### src/rtl/sha256_pkg.sv
// ----------------------------------------------------------------------------
// SHA-256 shared definitions
// Constants, round table, command format and helper functions.
// ----------------------------------------------------------------------------
package sha256_pkg;

   localparam int QueueDepth = 4;
   localparam int QueueAw    = 2;

   // Command handed from the front end to the compression engine.
   typedef struct packed {
      logic [7:0] data_byte;
      logic       byte_present;
      logic       end_of_message;
   } cmd_type;

   typedef logic [31:0] word_type;

   function automatic word_type init_hash(input logic [2:0] idx);
      word_type r;
      case (idx)
         3'd0: r = 32'h6a09e667;
         3'd1: r = 32'hbb67ae85;
         3'd2: r = 32'h3c6ef372;
         3'd3: r = 32'ha54ff53a;
         3'd4: r = 32'h510e527f;
         3'd5: r = 32'h9b05688c;
         3'd6: r = 32'h1f83d9ab;
         3'd7: r = 32'h5be0cd19;
         default: r = 32'h0;
      endcase
      return r;
   endfunction

   localparam word_type RoundConst [64] = '{
      32'h428a2f98,32'h71374491,32'hb5c0fbcf,32'he9b5dba5,32'h3956c25b,32'h59f111f1,
      32'h923f82a4,32'hab1c5ed5,32'hd807aa98,32'h12835b01,32'h243185be,32'h550c7dc3,
      32'h72be5d74,32'h80deb1fe,32'h9bdc06a7,32'hc19bf174,32'he49b69c1,32'hefbe4786,
      32'h0fc19dc6,32'h240ca1cc,32'h2de92c6f,32'h4a7484aa,32'h5cb0a9dc,32'h76f988da,
      32'h983e5152,32'ha831c66d,32'hb00327c8,32'hbf597fc7,32'hc6e00bf3,32'hd5a79147,
      32'h06ca6351,32'h14292967,32'h27b70a85,32'h2e1b2138,32'h4d2c6dfc,32'h53380d13,
      32'h650a7354,32'h766a0abb,32'h81c2c92e,32'h92722c85,32'ha2bfe8a1,32'ha81a664b,
      32'hc24b8b70,32'hc76c51a3,32'hd192e819,32'hd6990624,32'hf40e3585,32'h106aa070,
      32'h19a4c116,32'h1e376c08,32'h2748774c,32'h34b0bcb5,32'h391c0cb3,32'h4ed8aa4a,
      32'h5b9cca4f,32'h682e6ff3,32'h748f82ee,32'h78a5636f,32'h84c87814,32'h8cc70208,
      32'h90befffa,32'ha4506ceb,32'hbef9a3f7,32'hc67178f2};

   localparam logic [7:0] PadByte   = 8'h80;
   localparam logic [5:0] LenOffset = 6'd56;

   function automatic word_type ror(input word_type x, input int n);
      return (x >> n) | (x << (32 - n));
   endfunction

endpackage

### src/rtl/sha256_front.sv
// ----------------------------------------------------------------------------
// SHA-256 front end
// Accepts input transfers, drops empty items, and queues commands.
// ----------------------------------------------------------------------------
module sha256_front (
   input  logic                 clock,
   input  logic                 reset,
   input  logic                 in_valid,
   output logic                 in_ready,
   input  sha256_pkg::cmd_type  in_cmd,
   output logic                 q_valid,
   input  logic                 q_ready,
   output sha256_pkg::cmd_type  q_cmd
);

   sha256_pkg::cmd_type mem_ff [sha256_pkg::QueueDepth];
   logic [sha256_pkg::QueueAw-1:0] wr_ff, wr_in, rd_ff, rd_in;
   logic [sha256_pkg::QueueAw:0]   cnt_ff, cnt_in;
   logic push, pop, useful;

   assign in_ready = (cnt_ff != sha256_pkg::QueueAw'(0) + (sha256_pkg::QueueAw+1)'(sha256_pkg::QueueDepth));
   assign useful   = in_cmd.byte_present | in_cmd.end_of_message;
   assign push     = in_valid & in_ready & useful;
   assign q_valid  = (cnt_ff != '0);
   assign pop      = q_valid & q_ready;
   assign q_cmd    = mem_ff[rd_ff];

   always_comb begin
      wr_in  = push ? wr_ff + 1'b1 : wr_ff;
      rd_in  = pop ? rd_ff + 1'b1 : rd_ff;
      cnt_in = cnt_ff + {{sha256_pkg::QueueAw{1'b0}}, push} - {{sha256_pkg::QueueAw{1'b0}}, pop};
   end

   always_ff @(posedge clock) begin
      if (reset) begin
         wr_ff  <= '0;
         rd_ff  <= '0;
         cnt_ff <= '0;
      end else begin
         wr_ff  <= wr_in;
         rd_ff  <= rd_in;
         cnt_ff <= cnt_in;
      end
      if (push) begin
         mem_ff[wr_ff] <= in_cmd;
      end
   end

`ifndef SYNTHESIS
   a_no_overflow: assert property (@(posedge clock) disable iff (reset)
      push |-> (cnt_ff < (sha256_pkg::QueueAw+1)'(sha256_pkg::QueueDepth)))
      else $error("queue overflow");
   a_no_underflow: assert property (@(posedge clock) disable iff (reset)
      pop |-> (cnt_ff != '0))
      else $error("queue underflow");
   a_count: assert property (@(posedge clock) disable iff (reset)
      (push && !pop) |=> (cnt_ff == $past(cnt_ff) + 1'b1))
      else $error("queue count mismatch");
`endif

endmodule

### src/rtl/sha256_engine.sv
// ----------------------------------------------------------------------------
// SHA-256 compression engine
// Buffers bytes, applies padding, runs 64 rounds per block, emits the digest.
// ----------------------------------------------------------------------------
module sha256_engine (
   input  logic                 clock,
   input  logic                 reset,
   input  logic                 q_valid,
   output logic                 q_ready,
   input  sha256_pkg::cmd_type  q_cmd,
   output logic                 out_valid,
   input  logic                 out_ready,
   output logic [31:0]          out_word,
   output logic [2:0]           out_index,
   output logic                 out_last
);

   typedef enum logic [2:0] {
      S_IDLE, S_ABSORB, S_PAD, S_ROUND, S_FINAL, S_EMIT
   } state_type;

   state_type state_ff;
   logic [31:0] blk_ff [16];  // block buffer, big-endian words
   logic [5:0]  fill_ff;
   logic [63:0] bits_ff;
   logic [63:0] len_ff;
   logic        ending_ff;   // message end pending behind the current byte
   logic        marked_ff;   // the 0x80 pad byte has been written
   logic        lenblk_ff;   // the block being padded carries the length
   logic [31:0] hash_ff [8];
   logic [31:0] v_ff [8];
   logic [31:0] w_ff [16];
   logic [5:0]  round_ff;
   logic [2:0]  idx_ff;
   logic [7:0]  pad_byte;
   logic [31:0] w_new, s1, ch, t1, s0, mj, t2;
   logic [3:0]  r4;

   assign q_ready = (state_ff == S_IDLE);

   always_comb begin
      if (!lenblk_ff || fill_ff < sha256_pkg::LenOffset) begin
         pad_byte = 8'h00;
      end else begin
         pad_byte = len_ff[{~fill_ff[2:0], 3'b000} +: 8];
      end
   end

   // Schedule word for this round; the first 16 come from the block buffer.
   always_comb begin
      r4 = round_ff[3:0];
      if (round_ff < 6'd16) begin
         w_new = blk_ff[r4];
      end else begin
         w_new = (sha256_pkg::ror(w_ff[r4 - 4'd2], 17) ^ sha256_pkg::ror(w_ff[r4 - 4'd2], 19)
                  ^ (w_ff[r4 - 4'd2] >> 10))
               + w_ff[r4 - 4'd7]
               + (sha256_pkg::ror(w_ff[r4 - 4'd15], 7) ^ sha256_pkg::ror(w_ff[r4 - 4'd15], 18)
                  ^ (w_ff[r4 - 4'd15] >> 3))
               + w_ff[r4];
      end
      s1 = sha256_pkg::ror(v_ff[4], 6) ^ sha256_pkg::ror(v_ff[4], 11)
         ^ sha256_pkg::ror(v_ff[4], 25);
      ch = (v_ff[4] & v_ff[5]) ^ (~v_ff[4] & v_ff[6]);
      t1 = v_ff[7] + s1 + ch + sha256_pkg::RoundConst[round_ff] + w_new;
      s0 = sha256_pkg::ror(v_ff[0], 2) ^ sha256_pkg::ror(v_ff[0], 13)
         ^ sha256_pkg::ror(v_ff[0], 22);
      mj = (v_ff[0] & v_ff[1]) ^ (v_ff[0] & v_ff[2]) ^ (v_ff[1] & v_ff[2]);
      t2 = s0 + mj;
   end

   assign out_valid = (state_ff == S_EMIT);
   assign out_word  = hash_ff[idx_ff];
   assign out_index = idx_ff;
   assign out_last  = (idx_ff == 3'd7);

   always_ff @(posedge clock) begin
      if (reset) begin
         state_ff  <= S_IDLE;
         fill_ff   <= '0;
         bits_ff   <= '0;
         ending_ff <= 1'b0;
         marked_ff <= 1'b0;
         lenblk_ff <= 1'b0;
         round_ff  <= '0;
         idx_ff    <= '0;
         for (int i = 0; i < 8; i++) hash_ff[i] <= sha256_pkg::init_hash(3'(i));
      end else begin
         case (state_ff)
            S_IDLE: begin
               if (q_valid) begin
                  ending_ff <= q_cmd.end_of_message;
                  if (q_cmd.byte_present) begin
                     blk_ff[fill_ff[5:2]][{~fill_ff[1:0], 3'b000} +: 8] <= q_cmd.data_byte;
                     fill_ff         <= fill_ff + 6'd1;
                     bits_ff         <= bits_ff + 64'd8;
                     len_ff          <= bits_ff + 64'd8;
                     state_ff        <= (fill_ff == 6'd63) ? S_ROUND : S_ABSORB;
                  end else begin
                     len_ff   <= bits_ff;
                     state_ff <= S_ABSORB;
                  end
                  round_ff <= '0;
                  for (int i = 0; i < 8; i++) v_ff[i] <= hash_ff[i];
               end
            end
            S_ABSORB: begin
               // Byte or end mark handled; start padding if the message ends here.
               if (ending_ff) begin
                  blk_ff[fill_ff[5:2]][{~fill_ff[1:0], 3'b000} +: 8] <= sha256_pkg::PadByte;
                  fill_ff         <= fill_ff + 6'd1;
                  marked_ff       <= 1'b1;
                  // The length fits behind the pad byte only below offset 56.
                  lenblk_ff       <= (fill_ff < sha256_pkg::LenOffset);
                  state_ff        <= (fill_ff == 6'd63) ? S_ROUND : S_PAD;
               end else begin
                  state_ff <= S_IDLE;
               end
            end
            S_PAD: begin
               blk_ff[fill_ff[5:2]][{~fill_ff[1:0], 3'b000} +: 8] <= pad_byte;
               fill_ff         <= fill_ff + 6'd1;
               if (fill_ff == 6'd63) begin
                  state_ff <= S_ROUND;
               end
            end
            S_ROUND: begin
               w_ff[round_ff[3:0]] <= w_new;
               v_ff[7] <= v_ff[6];
               v_ff[6] <= v_ff[5];
               v_ff[5] <= v_ff[4];
               v_ff[4] <= v_ff[3] + t1;
               v_ff[3] <= v_ff[2];
               v_ff[2] <= v_ff[1];
               v_ff[1] <= v_ff[0];
               v_ff[0] <= t1 + t2;
               round_ff <= round_ff + 6'd1;
               if (round_ff == 6'd63) begin
                  state_ff <= S_FINAL;
               end
            end
            S_FINAL: begin
               for (int i = 0; i < 8; i++) begin
                  hash_ff[i] <= hash_ff[i] + v_ff[i];
                  v_ff[i]    <= hash_ff[i] + v_ff[i];
               end
               round_ff <= '0;
               idx_ff   <= '0;
               // A block filled by the last message byte still needs the pad
               // byte; a block without the length needs one more block.
               if (!ending_ff) begin
                  state_ff <= S_IDLE;
               end else if (!marked_ff) begin
                  state_ff <= S_ABSORB;
               end else if (!lenblk_ff) begin
                  lenblk_ff <= 1'b1;
                  state_ff  <= S_PAD;
               end else begin
                  state_ff <= S_EMIT;
               end
            end
            S_EMIT: begin
               if (out_ready) begin
                  idx_ff <= idx_ff + 3'd1;
                  if (idx_ff == 3'd7) begin
                     for (int i = 0; i < 8; i++) hash_ff[i] <= sha256_pkg::init_hash(3'(i));
                     fill_ff   <= '0;
                     bits_ff   <= '0;
                     ending_ff <= 1'b0;
                     marked_ff <= 1'b0;
                     lenblk_ff <= 1'b0;
                     state_ff  <= S_IDLE;
                  end
               end
            end
            default: state_ff <= S_IDLE;
         endcase
      end
   end

`ifndef SYNTHESIS
   a_emit_order: assert property (@(posedge clock) disable iff (reset)
      (out_valid && out_ready && !out_last) |=> (out_valid && idx_ff == $past(idx_ff) + 3'd1))
      else $error("digest words out of order");
   a_no_take_busy: assert property (@(posedge clock) disable iff (reset)
      (state_ff != S_IDLE) |-> !q_ready)
      else $error("command taken while busy");
   a_round_end: assert property (@(posedge clock) disable iff (reset)
      (state_ff == S_ROUND && round_ff == 6'd63) |=> (state_ff == S_FINAL))
      else $error("round sequence broken");
`endif

endmodule

### src/rtl/sha256_message_digest.sv
// ----------------------------------------------------------------------------
// SHA-256 message digest
// Streams message bytes in and streams the eight digest words out.
// ----------------------------------------------------------------------------
// One message byte per input transfer. The engine takes a byte in S_IDLE
// and checks for the message end in S_ABSORB; the byte that fills a
// 64-byte block goes straight to compression, which runs 64 rounds and
// then the S_FINAL update. The engine takes no new byte until it is back
// in S_IDLE. A four-entry command queue takes input while a block
// compresses, until the queue is full. After end_of_message the engine
// writes the pad byte, pads the rest of the block at one byte per cycle,
// and compresses the one or two final blocks; the eight digest words then
// leave one per accepted cycle, most significant word first, and the hash
// returns to its initial value.
module sha256_message_digest (
   input  logic        clock,
   input  logic        reset,
   input  logic        req_tvalid,
   output logic        req_tready,
   input  logic [15:0] req_tdata,  // [7:0] data_byte, [8] byte_present, [15:9] zero
   input  logic        req_tlast,  // end_of_message
   output logic        rsp_tvalid,
   input  logic        rsp_tready,
   output logic [39:0] rsp_tdata,  // [31:0] digest_word, [34:32] word_index, [39:35] zero
   output logic        rsp_tlast   // last_word
);

   sha256_pkg::cmd_type in_cmd, q_cmd;
   logic q_valid, q_ready;
   logic [31:0] word;
   logic [2:0]  index;

   assign in_cmd.data_byte      = req_tdata[7:0];
   assign in_cmd.byte_present   = req_tdata[8];
   assign in_cmd.end_of_message = req_tlast;

   sha256_front u_front (
      .clock    (clock),
      .reset    (reset),
      .in_valid (req_tvalid),
      .in_ready (req_tready),
      .in_cmd   (in_cmd),
      .q_valid  (q_valid),
      .q_ready  (q_ready),
      .q_cmd    (q_cmd)
   );

   sha256_engine u_engine (
      .clock     (clock),
      .reset     (reset),
      .q_valid   (q_valid),
      .q_ready   (q_ready),
      .q_cmd     (q_cmd),
      .out_valid (rsp_tvalid),
      .out_ready (rsp_tready),
      .out_word  (word),
      .out_index (index),
      .out_last  (rsp_tlast)
   );

   assign rsp_tdata = {5'd0, index, word};

endmodule
### config.mk
export PLATFORM = sky130hd
export DESIGN_NAME = sha256_message_digest
export DESIGN_NICKNAME = d
export VERILOG_FILES = /design/src/rtl/sha256_pkg.sv /design/src/rtl/sha256_front.sv /design/src/rtl/sha256_engine.sv /design/src/rtl/sha256_message_digest.sv
export SDC_FILE = /design/constraint.sdc
export NUM_CORES = 2
export LEC_CHECK = 0
export BUFFER_PORTS_ARGS = -buffer_cell sky130_fd_sc_hd__buf_2
export CAP_MARGIN = 10
export CORE_MARGIN = 10
export CORE_UTILIZATION = 50
export DETAILED_ROUTE_END_ITERATION = 8
export GPL_TIMING_DRIVEN = 0
export PLACE_DENSITY = 0.65
export RECOVER_POWER = 100
export SETUP_SLACK_MARGIN = 0.4
export SLEW_MARGIN = 40
export SYNTH_ARGS = -nofsm -noshare
export SYNTH_HDL_FRONTEND = slang
export SYNTH_SLANG_ARGS = --single-unit
### constraint.sdc
create_clock -name clock -period 22.2 [get_ports clock]
set_clock_uncertainty 0.05 [all_clocks]
set_input_delay 1.11 -clock clock [delete_from_list [all_inputs] [get_ports clock]]
set_output_delay 1.11 -clock clock [all_outputs]
set_load 0.05 [all_outputs]
==> results.json <==
{
  "status": "finished, violations left",
  "violations": "capacitance limit, slew limit",
  "clockRootBuffer": "clkbuf_16",
  "max_stage_delay_ns": 1.22,
  "nNetsFinal": 9705,
  "wirelength_um": 455000,
  "post-route-drc-count": 0,
  "worst_pin_slew_ns": 3.64,
  "grt_max_degree": 55,
  "clock.fmax_mhz": 50.1,
  "final_common_cell": "edfxtp_1",
  "via_per_inst": 6.93,
  "ioPinCount": 64,
  "worstPathArrival_ns": 20.58,
  "yosys_most_used_dff": "edfxtp_1",
  "crit_buf_inv": 14,
  "rows": 170,
  "antenna_found_initial": 24,
  "num-fill-cells": 17800,
  "dieHeight_um": 484,
  "start_kind": "flop",
  "setup_viol": 0,
  "regArea_um2": 49800,
  "grt_pass1_vias": 80800,
  "hold_slack_ns": 0.438,
  "track_usage_pct": 37.6,
  "start_util_pct": 50.2,
  "h-tree-depth": 4,
  "core_area_um2": 214000,
  "avgSynthCellArea_um2": 12.3,
  "dp_hpwl_um": 345000,
  "clk_pin_slew_ns": 0.07,
  "clockBufferDepth": 3,
  "cap_violations": 20,
  "postCtsHoldBufs": 0,
  "drive_above_1_share_pct": 14.9,
  "final_cell_mix": "1509 x edfxtp_1, 747 x mux4_2, 734 x nand2_1",
  "numCtsBuffers": 189,
  "dr_wl_met2_um": 197000,
  "end_kind": "flop",
  "wl_met3_um": 57100,
  "wl_per_cell_um": 37.6,
  "finalMaxSlewViolations": 322,
  "ys_async_sr_fraction_pct": 0,
  "dieWidth_um": 484,
  "ys_warn_count": 0,
  "multi_input_area_um2": 54500,
  "clk_latency_ns": 0.93,
  "tns_ns": 0,
  "syn_inst": 8705,
  "worst_path_most_repeated_cell": "clkbuf_1",
  "wl_met1_um": 161000,
  "ant_nets": 0,
  "finalHoldViolations": 0,
  "finalCritPeriodShare_pct": 89.8,
  "netlist-cell-type-count": 85,
  "cts_tree": "built",
  "crit_fanout": 16,
  "yosysSeqAreaShare_pct": 46.4,
  "synthToLayoutAreaGrowth_pct": 10.9,
  "cp_top_family": "buffers and inverters",
  "die_area_um2": 234000,
  "layout_min_cycle_time_ns": 19.94,
  "grt_setup_unrepaired": "no",
  "clock-sinks": 1735,
  "synth-seq-cells": 1735,
  "slew_headroom_pct": -143,
  "worstSetupPathType": "reg -> reg",
  "drtPass1Iterations": 6,
  "top_layer": "met5",
  "drtIter0Drc": 13000,
  "num_vias": 83900,
  "grt-ovfl-total": 0,
  "post_cts_resized": 0,
  "post_cts_buffers": 0,
  "hp-class": "reg -> reg",
  "grt_pass1_wl_um": 625000,
  "cp_slowest_cell": "clkbuf_1",
  "cp.required_ns": 22.84,
  "synth.cell_area_um2": 107000,
  "post-route-util_pct": 55.6,
  "port_buffers": 50,
  "synth_edf_count": 1509,
  "gp_congestion": 1.05
}
## synthesized netlist by cell type (36+ instances only)
cell / number / area share, %
edfxtp_1: 1509 / 42
nand3_1: 131 / 0.61
nor2b_1: 65 / 0.38
a31oi_1: 81 / 0.47
nand2_1: 734 / 2.6
o21a_1: 64 / 0.45
a22oi_1: 61 / 0.43
nor2_1: 663 / 2.3
mux4_2: 747 / 16
a21oi_1: 576 / 2.7
o211ai_1: 69 / 0.48
a211oi_1: 69 / 0.48
dfxtp_1: 226 / 4.2
o21bai_1: 66 / 0.46
mux2i_1: 168 / 1.6
clkbuf_1: 395 / 1.4
buf_1: 111 / 0.39
mux2_2: 36 / 0.38
nand4_1: 37 / 0.22
inv_1: 380 / 1.3
a21o_1: 197 / 1.4
nand2b_1: 73 / 0.42
xnor2_1: 416 / 3.4
nor3_1: 92 / 0.43
o21ai_0: 417 / 1.9
xor2_1: 228 / 1.9
ha_1: 404 / 4.7
and3_1: 57 / 0.33
fa_1: 196 / 3.7
## layer usage
layer / GRT usage (%) / vias to the layer above
li1: - / 33700
met1: 47.0 / 42000
met2: 56.7 / 6533
met3: 11.0 / 1584
met4: 25.5 / 12
met5: 0 / -
## worst paths after layout
kind                      startpoint                 endpoint  slack, ns  depth (start not counted)
min          u_engine.hash_ff[5][30]  u_engine.hash_ff[5][30]       0.44                          2
max             u_engine.round_ff[2]     u_engine.v_ff[0][31]       2.26                         44
min reg2reg  u_engine.hash_ff[5][30]  u_engine.hash_ff[5][30]       0.44                          2
max reg2reg     u_engine.round_ff[2]     u_engine.v_ff[0][31]       2.26                         44
## tightest hold or removal path: stages, from the launching register on
cell and delay, ns:
dfxtp_1 0.34, nand2_1 0.06, nand2_1 0.04
## layout make-up
type,count,area share (%)
Multi-Input combinational cell,6062,45.7
Sequential cell,1735,41.8
Clock buffer,223,4.13
Tap cell,2838,2.98
Buffer,531,1.91
Inverter,381,1.20
Clock inverter,128,1.20
Timing Repair Buffer,184,0.998
Antenna cell,20,0.0420
## flip-flops by register name, summed over array words and instances, names as in the netlist, named ones only
register and flops:
u_engine.blk_ff 512, u_engine.w_ff 512, u_engine.hash_ff 256, u_engine.v_ff 256, u_engine.bits_ff 61, u_engine.len_ff 61
u_front.mem_ff 40, u_engine.fill_ff 6, u_engine.round_ff 6, u_engine.out_index 3, u_engine.state_ff 3, u_front.cnt_ff 3
u_front.rd_ff 2, u_front.wr_ff 2, u_engine.ending_ff 1, u_engine.lenblk_ff 1, u_engine.marked_ff 1
## stage by stage
step / instances / setup slack [ns] / instance area (um2)
6_report: 12100 / 2.26 / 119000
2_1_floorplan: 8709 / 9.40 / 108000
5_1_grt: 12100 / 2.29 / 119000
4_1_cts: 12100 / 5.39 / 121000
3_3_place_gp: 11600 / 1.39 / 111000
3_5_place_dp: 11700 / 5.45 / 115000
## kinds of logic after synthesis
group                    synth area share [%]
AO/OA/AOI/OAI                            10.7
XOR/XNOR                                 5.27
adder cells (fa/ha/maj)                  8.53
buffers and inverters                    3.24
flip-flops                               46.4
multiplexers                             17.7
other                                 0.00349
AND/OR/NAND/NOR                          8.16
Power is not shown: default switching activity piles up to over one toggle a cycle in this logic, so the estimate is an artifact.
